==> src/rtl/core/lpsm_pkg.sv <==
// shared types and constants for the layer priority and shadow mixer
package lpsm_pkg;

  localparam int unsigned IndexW = 6;
  localparam int unsigned ModeW  = 2;
  localparam int unsigned CfgIdxW = 2;
  localparam int unsigned CfgDataW = 6;
  localparam int unsigned InDataW  = 24;
  localparam int unsigned OutDataW = 8;

  // sprite codes with special meaning under shadow and highlight
  localparam logic [IndexW-1:0] SprNormal0   = 6'h0e;
  localparam logic [IndexW-1:0] SprNormal1   = 6'h1e;
  localparam logic [IndexW-1:0] SprNormal2   = 6'h2e;
  localparam logic [IndexW-1:0] SprHighlight = 6'h3e;
  localparam logic [IndexW-1:0] SprShadow    = 6'h3f;

  // configuration register indexes
  typedef enum logic [CfgIdxW-1:0] {
    CFG_BACKDROP   = 2'd0,
    CFG_SHADOW_HL  = 2'd1,
    CFG_LAYERS_OFF = 2'd2,
    CFG_FORCE_SEL  = 2'd3
  } cfg_idx_e;

  // forced layer select codes
  typedef enum logic [1:0] {
    FORCE_NONE    = 2'd0,
    FORCE_SPRITE  = 2'd1,
    FORCE_PLANE_A = 2'd2,
    FORCE_PLANE_B = 2'd3
  } force_sel_e;

  // intensity codes
  typedef enum logic [ModeW-1:0] {
    MODE_SHADOW    = 2'd0,
    MODE_NORMAL    = 2'd1,
    MODE_HIGHLIGHT = 2'd2
  } mode_e;

  // one input dot
  typedef struct packed {
    logic              draw_enable;
    logic [IndexW-1:0] a_index;
    logic              a_prio;
    logic [IndexW-1:0] b_index;
    logic              b_prio;
    logic [IndexW-1:0] s_index;
    logic              s_prio;
  } dot_in_t;

  // one result dot
  typedef struct packed {
    logic [IndexW-1:0] out_index;
    logic [ModeW-1:0]  mode;
    logic              is_backdrop;
  } dot_out_t;

endpackage

==> src/rtl/core/layer_priority_shadow_mixer.sv <==
// Pipeline: input register, then result register; a stalled result stage holds items back in the input register.
// Throughput: one dot per cycle while m_axis_tready is high.
// Each stage takes a new item whenever it is empty or its item leaves in the same cycle.
// Reset: asynchronous active low; clears both stage valids and all config registers.
// The user must write configuration only while no item is in flight; the block does not enforce this.
module layer_priority_shadow_mixer
  import lpsm_pkg::*;
(
  input  logic                clk_i,
  input  logic                rst_ni,
  // configuration write port
  input  logic                cfg_we_i,
  input  logic [CfgIdxW-1:0]  cfg_index_i,
  input  logic [CfgDataW-1:0] cfg_wdata_i,
  // input dot stream
  input  logic                s_axis_tvalid,
  output logic                s_axis_tready,
  // tdata: plane_a_index, plane_a_prio, plane_b_index, plane_b_prio,
  //        sprite_index, sprite_prio, 3 zero bits
  input  logic [InDataW-1:0]  s_axis_tdata,
  // tuser: draw_enable
  input  logic                s_axis_tuser,
  // result stream
  output logic                m_axis_tvalid,
  input  logic                m_axis_tready,
  // tdata: out_index, intensity_mode
  output logic [OutDataW-1:0] m_axis_tdata,
  // tuser: is_backdrop
  output logic                m_axis_tuser
);

  // configuration registers
  logic [IndexW-1:0] backdrop_q;
  logic              sh_on_q;
  logic              layers_off_q;
  force_sel_e        force_sel_q;

  always_ff @(posedge clk_i or negedge rst_ni) begin
    if (!rst_ni) begin
      backdrop_q   <= '0;
      sh_on_q      <= 1'b0;
      layers_off_q <= 1'b0;
      force_sel_q  <= FORCE_NONE;
    end else if (cfg_we_i) begin
      unique case (cfg_idx_e'(cfg_index_i))
        CFG_BACKDROP:   backdrop_q   <= cfg_wdata_i;
        CFG_SHADOW_HL:  sh_on_q      <= cfg_wdata_i[0];
        CFG_LAYERS_OFF: layers_off_q <= cfg_wdata_i[0];
        CFG_FORCE_SEL:  force_sel_q  <= force_sel_e'(cfg_wdata_i[1:0]);
        default: ;
      endcase
    end
  end

  // stage handshakes
  logic     in_v_q, out_v_q;
  logic     in_ready, out_ready;
  dot_in_t  in_q;
  dot_out_t out_q, out_d;

  assign out_ready     = !out_v_q || m_axis_tready;
  assign in_ready      = !in_v_q || out_ready;
  assign s_axis_tready = in_ready;

  // input register
  always_ff @(posedge clk_i or negedge rst_ni) begin
    if (!rst_ni) begin
      in_v_q <= 1'b0;
    end else if (in_ready) begin
      in_v_q <= s_axis_tvalid;
    end
  end

  always_ff @(posedge clk_i) begin
    if (in_ready && s_axis_tvalid) begin
      in_q.draw_enable <= s_axis_tuser;
      in_q.a_index     <= s_axis_tdata[5:0];
      in_q.a_prio      <= s_axis_tdata[6];
      in_q.b_index     <= s_axis_tdata[12:7];
      in_q.b_prio      <= s_axis_tdata[13];
      in_q.s_index     <= s_axis_tdata[19:14];
      in_q.s_prio      <= s_axis_tdata[20];
    end
  end

  // priority, shadow/highlight and test force logic
  always_comb begin
    logic [IndexW-1:0] a_idx, b_idx, s_idx, g_idx, bg_idx, pix_idx, f_idx;
    logic              a_pr, b_pr, s_pr, g_bd, bg_bd, pix_bd;
    logic              a_sol, b_sol, s_sol, a_abv, b_abv, s_abv, fg_s;
    logic [ModeW-1:0]  mode;

    a_idx = in_q.a_index;
    a_pr  = in_q.a_prio;
    b_idx = in_q.b_index;
    b_pr  = in_q.b_prio;
    s_idx = in_q.s_index;
    s_pr  = in_q.s_prio;
    g_idx = backdrop_q;
    g_bd  = 1'b1;

    // test disable: all layers are cleared and a forced layer takes the backdrop's place
    if (layers_off_q) begin
      unique case (force_sel_q)
        FORCE_SPRITE:  begin g_idx = s_idx; g_bd = 1'b0; end
        FORCE_PLANE_A: begin g_idx = a_idx; g_bd = 1'b0; end
        FORCE_PLANE_B: begin g_idx = b_idx; g_bd = 1'b0; end
        default: ;
      endcase
      a_idx = '0;
      b_idx = '0;
      s_idx = '0;
      a_pr  = 1'b0;
      b_pr  = 1'b0;
      s_pr  = 1'b0;
    end

    a_sol = |a_idx[3:0];
    b_sol = |b_idx[3:0];
    s_sol = |s_idx[3:0];
    a_abv = a_sol && a_pr;
    b_abv = b_sol && b_pr;
    s_abv = s_sol && s_pr;

    // background layer choice
    if (a_abv || (a_sol && !b_abv)) begin
      bg_idx = a_idx;
      bg_bd  = 1'b0;
    end else if (b_sol) begin
      bg_idx = b_idx;
      bg_bd  = 1'b0;
    end else begin
      bg_idx = g_idx;
      bg_bd  = g_bd;
    end

    fg_s    = s_abv || (s_sol && !b_abv && !a_abv);
    pix_idx = fg_s ? s_idx : bg_idx;
    pix_bd  = fg_s ? 1'b0 : bg_bd;
    mode    = MODE_NORMAL;

    // shadow and highlight
    if (sh_on_q) begin
      mode = {1'b0, a_pr | b_pr};
      if (fg_s) begin
        unique case (s_idx)
          SprNormal0, SprNormal1, SprNormal2: mode = MODE_NORMAL;
          SprHighlight: begin
            mode    = mode + 2'd1;
            pix_idx = bg_idx;
            pix_bd  = bg_bd;
          end
          SprShadow: begin
            mode    = MODE_SHADOW;
            pix_idx = bg_idx;
            pix_bd  = bg_bd;
          end
          default: mode = mode | {1'b0, s_pr};
        endcase
      end
    end

    // force without disable: replace backdrop, then mask with forced index
    unique case (force_sel_q)
      FORCE_SPRITE:  f_idx = in_q.s_index;
      FORCE_PLANE_A: f_idx = in_q.a_index;
      default:       f_idx = in_q.b_index;
    endcase
    if (!layers_off_q && force_sel_q != FORCE_NONE) begin
      if (pix_bd) begin
        pix_idx = f_idx;
        pix_bd  = 1'b0;
      end
      pix_idx = pix_idx & f_idx;
    end

    // blanked dot shows the backdrop
    if (!in_q.draw_enable) begin
      out_d.out_index   = backdrop_q;
      out_d.mode        = MODE_NORMAL;
      out_d.is_backdrop = 1'b1;
    end else begin
      out_d.out_index   = pix_idx;
      out_d.mode        = mode;
      out_d.is_backdrop = pix_bd;
    end
  end

  // result register
  always_ff @(posedge clk_i or negedge rst_ni) begin
    if (!rst_ni) begin
      out_v_q <= 1'b0;
    end else if (out_ready) begin
      out_v_q <= in_v_q;
    end
  end

  always_ff @(posedge clk_i) begin
    if (out_ready && in_v_q) begin
      out_q <= out_d;
    end
  end

  assign m_axis_tvalid = out_v_q;
  assign m_axis_tdata  = {out_q.mode, out_q.out_index};
  assign m_axis_tuser  = out_q.is_backdrop;

`ifndef SYNTHESIS
  // intensity code never takes the unused value
  a_mode_legal: assert property (@(posedge clk_i) disable iff (!rst_ni)
    out_v_q |-> out_q.mode != 2'd3)
    else $error("intensity mode out of range");

  // without shadow/highlight every result is normal intensity
  a_mode_normal: assert property (@(posedge clk_i) disable iff (!rst_ni)
    (out_v_q && !sh_on_q) |-> out_q.mode == MODE_NORMAL)
    else $error("intensity changed with shadow/highlight off");

  // a backdrop result always carries the backdrop index
  a_backdrop_index: assert property (@(posedge clk_i) disable iff (!rst_ni)
    (out_v_q && out_q.is_backdrop) |-> out_q.out_index == backdrop_q)
    else $error("backdrop flag with foreign index");

  // an item in the input register moves on when the result stage frees up
  a_advance: assert property (@(posedge clk_i) disable iff (!rst_ni)
    (in_v_q && out_ready) |=> out_v_q)
    else $error("item lost between stages");
`endif

endmodule
==> config.mk <==
export PLATFORM = sky130hd
export DESIGN_NAME = layer_priority_shadow_mixer
export DESIGN_NICKNAME = d
export VERILOG_FILES = /design/src/rtl/core/lpsm_pkg.sv /design/src/rtl/core/layer_priority_shadow_mixer.sv
export SDC_FILE = /design/constraint.sdc
export NUM_CORES = 1
export LEC_CHECK = 0
export ABC_AREA = 1
export BUFFER_PORTS_ARGS = -buffer_cell sky130_fd_sc_hd__buf_2
export CAP_MARGIN = 5
export CORE_MARGIN = 5
export CORE_UTILIZATION = 55
export CTS_CLUSTER_DIAMETER = 50
export CTS_CLUSTER_SIZE = 20
export DETAILED_ROUTE_END_ITERATION = 10
export GPL_ROUTABILITY_DRIVEN = 0
export HOLD_SLACK_MARGIN = 0.1
export PLACE_DENSITY = 0.8
export SYNTH_ARGS = -nofsm -noshare
export SYNTH_HDL_FRONTEND = slang
export SYNTH_SLANG_ARGS = --single-unit
==> constraint.sdc <==
create_clock -name clk_i -period 2.1 [get_ports clk_i]
set_clock_uncertainty 0.05 [all_clocks]
set_input_delay 0.21 -clock clk_i [delete_from_list [all_inputs] [get_ports clk_i]]
set_output_delay 0.21 -clock clk_i [all_outputs]
set_load 0.02 [all_outputs]
After elaboration in Yosys (flattened, before gate mapping)
Index checks and enable logic that the tools add are counted.
{"block": "word_totals", "elab_cells": 95, "output_inout_bits": 11, "regBits": 43}
{"block": "op_classes", "addsub": 1, "bitwise": 3, "muxes": 31, "reduce_logical": 32, "n_eq_ne": 11}
{"op": "6-bit two-way mux", "count": 13}
{"op": "6-bit == test, second input constant", "count": 3}
{"op": "6-bit one-hot mux with 3 select lines", "count": 1}
{"op": "1-bit two-way mux", "count": 12}
{"op": "6-bit one-hot mux with 2 select lines", "count": 1}
{"op": "4-bit OR reduction", "count": 3}
{"op": "2-bit AND reduction", "count": 5}
{"op": "1-bit logical AND", "count": 9}
{"op": "9-bit two-way mux", "count": 1}
{"op": "2-bit == test, second input constant", "count": 4}
{"op": "6-bit AND", "count": 1}
{"op": "6-bit by 4-bit == test with 1-bit output, second input constant", "count": 1}
{"op": "6-bit by 5-bit == test with 1-bit output, second input constant", "count": 1}
{"op": "2-bit one-hot mux with 3 select lines", "count": 1}
{"op": "3-bit OR reduction", "count": 2}
{"op": "1-bit logical NOT", "count": 5}
{"op": "2-bit by 1-bit == test with 1-bit output, second input constant", "count": 2}
{"op": "1-bit logical OR", "count": 4}
{"op": "2-bit two-way mux", "count": 2}
{"op": "3-bit AND reduction", "count": 1}
{"op": "1-bit by 1-bit adder with 2-bit output, second input constant", "count": 1}
{"op": "2-bit logical NOT", "count": 1}
{"op": "1-bit bitwise OR", "count": 2}
{"op": "2-bit nonzero test", "count": 1}
{"op": "2-bit OR reduction", "count": 1}

Logic depth before layout (Yosys ltp)
{"block": "depth", "ltp_word": 16, "mapped_depth": 15}

Least setup slack after synthesis
Ideal clock, no wire load.
{"block": "synth_path", "kind": "reg2reg", "from": "reg out_v_q (netlist: m_axis_tvalid)", "to": "reg in_q[0] in the netlist's numbering, enable pin", "setup_ps": 377, "n_path_buf": 0, "path_stages_with_launch": 4, "t_required_ps": 1673, "arrival_time_ps": 1292, "slack_ps": 381, "synth_period_minus_slack_ps": 1719, "path_cell_list": "dfrtp_1 nand3_1 nand2_1 inv_1"}
{"block": "synth_via", "elab_chain_cells": 4}
{"element": "start, declared", "line_no": "layer_priority_shadow_mixer.sv:56", "source": "logic in_v_q, out_v_q;"}
{"element": "start signal, assigned", "line_no": "layer_priority_shadow_mixer.sv:194", "source": "out_v_q <= in_v_q;"}
{"element": "1-bit logical NOT", "line_no": "layer_priority_shadow_mixer.sv:61", "source": "assign out_ready = !out_v_q || m_axis_tready;"}
{"element": "1-bit logical OR", "line_no": "layer_priority_shadow_mixer.sv:61"}
{"element": "1-bit logical OR", "line_no": "layer_priority_shadow_mixer.sv:62", "source": "assign in_ready = !in_v_q || out_ready;"}
{"element": "via s_axis_tready", "line_no": "layer_priority_shadow_mixer.sv:17", "source": "output logic s_axis_tready,"}
{"element": "1-bit logical AND", "line_no": "layer_priority_shadow_mixer.sv:75", "source": "if (in_ready && s_axis_tvalid) begin"}
{"element": "end, declared", "line_no": "layer_priority_shadow_mixer.sv:58", "source": "dot_in_t in_q;"}
The timed path passes the listed nets, and every way through them passes these cells.
A chain may end at the register's enable or synchronous reset.

==> metrics.log <==
INFO  metric status = finished clean
INFO  metric timing.setup.critical_path_class = flop to flop
INFO  metric number_of_violations_reported_at_the_end_of_detailed_routing_iteration_0 = 241
INFO  metric detailroute.wirelength.met3 = 496 um
INFO  metric route.detailed.wl_per_inst = 13.5 um
INFO  metric cts_buffer_count = 5
INFO  metric pin_count = 49
INFO  metric top_layer_used = met4
INFO  metric grt_start_max_net_pins = 26
INFO  metric ys_ff_latch = 43
INFO  metric synth_warn = 0
INFO  metric rsz_0062_raised_after_global_routing = no
INFO  metric via_per_inst = 5.29
INFO  metric core_region_area = 0.00438 mm^2
INFO  metric num_vias = 2,285
INFO  metric layout.cell_area.non_filler = 0.00320 mm^2
INFO  metric mappedNetlistArea = 0.00250 mm^2
INFO  metric wl = 5.82 mm
INFO  metric vdd_ir_drop_max = 0.000576 V
INFO  metric cts.clk_slew.worst_paths = 0.08 ns
INFO  metric nNetsFinal = 421
INFO  metric synth_top_cells_by_count = sky130_fd_sc_hd__nand2_1 (114), sky130_fd_sc_hd__edfxtp_1 (31), sky130_fd_sc_hd__nand3_1 (30)
INFO  metric gr-total-overflow = 0
INFO  metric yosys_top_cell_by_area = sky130_fd_sc_hd__edfxtp_1
INFO  metric yosys.area.top_type_share = 37.3%
INFO  metric track_usage = 20.1%
INFO  metric tightest_slew = 0.371 ns
INFO  metric crit_path_max_fanout = 11
INFO  metric first_pass_iters = 4
INFO  metric final_period_minus_worst_setup_slack = 1.91 ns
INFO  metric setup_viol = 0
INFO  metric tritoncts_num_sinks = 43
INFO  metric postSynthCellCount = 293
INFO  metric max_slew_headroom = 75.2%
INFO  metric period_utilization_post_route = 91.0%
INFO  metric async_flop_share = 27.9%
INFO  metric synth_most_common_cell = sky130_fd_sc_hd__nand2_1
INFO  metric power.density = 781 mW/mm^2
INFO  metric syn_area_per_cell = 8.52 um^2
INFO  metric placement_rows = 24
INFO  metric synth_flop_cell = sky130_fd_sc_hd__edfxtp_1
INFO  metric power.leakage = 1.54 nW
INFO  metric cts_tree = done
INFO  metric design.die.area = 0.00599 mm^2
INFO  metric worst_skew_pair.late_latency = 0.29 ns
INFO  metric area.growth.synth_to_final = 28.1%
INFO  metric dp.final_hpwl = 3.94 mm
INFO  metric cp-end-kind = flop
INFO  metric detail-route-antenna-nets = 0
INFO  metric global_route_wire_length_before_repair = 9.69 mm
INFO  metric n_diodes = 0
INFO  metric clock_buffer_depth = 2
INFO  metric setup_total_negative_slack = 0 ns
INFO  metric postPlaceCellArea = 0.00276 mm^2
INFO  metric drive_gt1_share = 23.9%
INFO  metric startpoint_type_of_the_worst_setup_path = flop
INFO  metric worst_ep_arrival_time = 1.92 ns
INFO  metric drv_slew = 0
INFO  metric maxCapViolations = 0
INFO  metric mappedNetlistNets = 335
INFO  metric remaining_drc_errors = 0
INFO  metric die_h = 77.4 um
INFO  metric synth_enable_flop_cells = 31
INFO  metric synth_top_cells_by_area = sky130_fd_sc_hd__edfxtp_1 (37%), sky130_fd_sc_hd__nand2_1 (17%), sky130_fd_sc_hd__dfrtp_1 (12%), sky130_fd_sc_hd__nand3_1 (6.0%), sky130_fd_sc_hd__inv_1 (3.6%)
INFO  metric final_util = 72.9%
INFO  metric htreeDepth = 2
INFO  metric synthDistinctLibCells = 29
INFO  metric met2_length = 2.86 mm
INFO  metric first_global_vias = 2,151
INFO  metric cts.root.buffer_cell = sky130_fd_sc_hd__clkbuf_8
INFO  metric sequential_cell_area_fraction_in_the_yosys_report = 49.3%
INFO  metric die_w = 77.4 um
INFO  metric antenna_violations_before_repair = 0
INFO  metric report.final.hold_viol_count = 0
INFO  metric port-buffer-count = 45
INFO  metric floorplan.initialDensity = 57.0%
INFO  metric required = 2.11 ns
INFO  metric worst_hold_path_type = input port to flop
INFO  metric fmax = 523 MHz
INFO  metric fin_total_pwr = 0.00250 W
INFO  metric detail_route.wirelength.met1 = 2.31 mm
## cell families (layout without fill, tap and decap cells)
family / count (synthesis) / count (layout) / synth area share (%)
AND/OR/NAND/NOR: 182 / 182 / 33.9
flip-flops: 43 / 43 / 49.3
buffers and inverters: 32 / 119 / 6.56
AO/OA/AOI/OAI: 28 / 28 / 6.46
adder cells (fa/ha/maj): 4 / 4 / 2.00
multiplexers: 4 / 4 / 1.80
## sequential cells by signal, summed over array words and instances, names as in the netlist
register / flops
layers_off_q: 1
m_axis_tdata: 8
m_axis_tuser: 1
in_q: 22
in_v_q: 1
backdrop_q: 6
sh_on_q: 1
force_sel_q: 2
m_axis_tvalid: 1
## area by class of cell
cell class / count / area [um^2]
Inverter: 26 / 105
Clock buffer: 8 / 101
Tap cell: 52 / 65.1
Timing Repair Buffer: 84 / 583
Sequential cell: 43 / 1230
Timing Repair inverter: 1 / 6.26
Multi-Input combinational cell: 218 / 1100
Fill cell: 318 / 1190
## repair_timing
action / CTS / global route
hold buffers: 26 / 0
resized for setup: 0 / 2
endpoints found under the setup margin: 0 / 3
buffers inserted: 0 / 9
hold endpoints to repair: 37 / 0
## per-layer routing
layer	vias to the layer above	global-route usage (%)
li1	1137	-
met1	1018	25.6
met2	113	33.2
met3	17	5.21
met4	0	6.87
met5	-	0
## cell usage in the layout (no fill, tap or decap), drive strengths merged, types with 8 or more instances in the layout
cell / count
dfrtp: 12
nand2: 121
inv: 27
a21oi: 15
edfxtp: 31
nor2: 19
o21ai: 12
clkbuf: 8
nand3: 34
buf: 58
dlygate4sd3: 26
## critical path, stage by stage, from the launching register on
cell,delay [ns]
sky130_fd_sc_hd__dfrtp_1,0.42
sky130_fd_sc_hd__inv_1,0.09
sky130_fd_sc_hd__ha_1,0.30
sky130_fd_sc_hd__nor2_8,0.09
sky130_fd_sc_hd__buf_4,0.14
sky130_fd_sc_hd__nor2_1,0.10
sky130_fd_sc_hd__nor2_1,0.06
sky130_fd_sc_hd__nand2_1,0.05
sky130_fd_sc_hd__nand3_1,0.07
sky130_fd_sc_hd__nand2_1,0.07
sky130_fd_sc_hd__nand2_1,0.05
sky130_fd_sc_hd__nand2_1,0.05
sky130_fd_sc_hd__nand2_1,0.04
sky130_fd_sc_hd__nand2_1,0.05
sky130_fd_sc_hd__nand2_1,0.04
## stage by stage
step                      setup WS [ns]  hold WS, ns  std cells
final                             0.190        0.110        432
after global routing             0.0151        0.101        432
after CTS                         0.171        0.104        422
after detailed placement          0.188       0.0507        388
after global placement            0.219       0.0446        388
after floorplan                   0.381       -0.136        293
## report_power, final
group	internal (W)	switching, W	total (W)
registers	0.00103	0.0000744	0.00110
clock network	0.000308	0.000274	0.000582
logic	0.000324	0.000490	0.000814
total	0.00166	0.000839	0.00250
## final timing paths
check	startpoint	endpoint	slack, ns	depth (start not counted)
max	force_sel_q[0]	m_axis_tdata[2]	0.19	14
min	cfg_wdata_i[3]	backdrop_q[3]	0.11	2
max reg2reg	force_sel_q[0]	m_axis_tdata[2]	0.19	14
min reg2reg	in_v_q	m_axis_tvalid	0.44	2
max in group asynchronous	rst_ni	layers_off_q	1.49	2
min in group asynchronous	rst_ni	m_axis_tvalid	0.27	2
(Power assumes the default switching activity.)
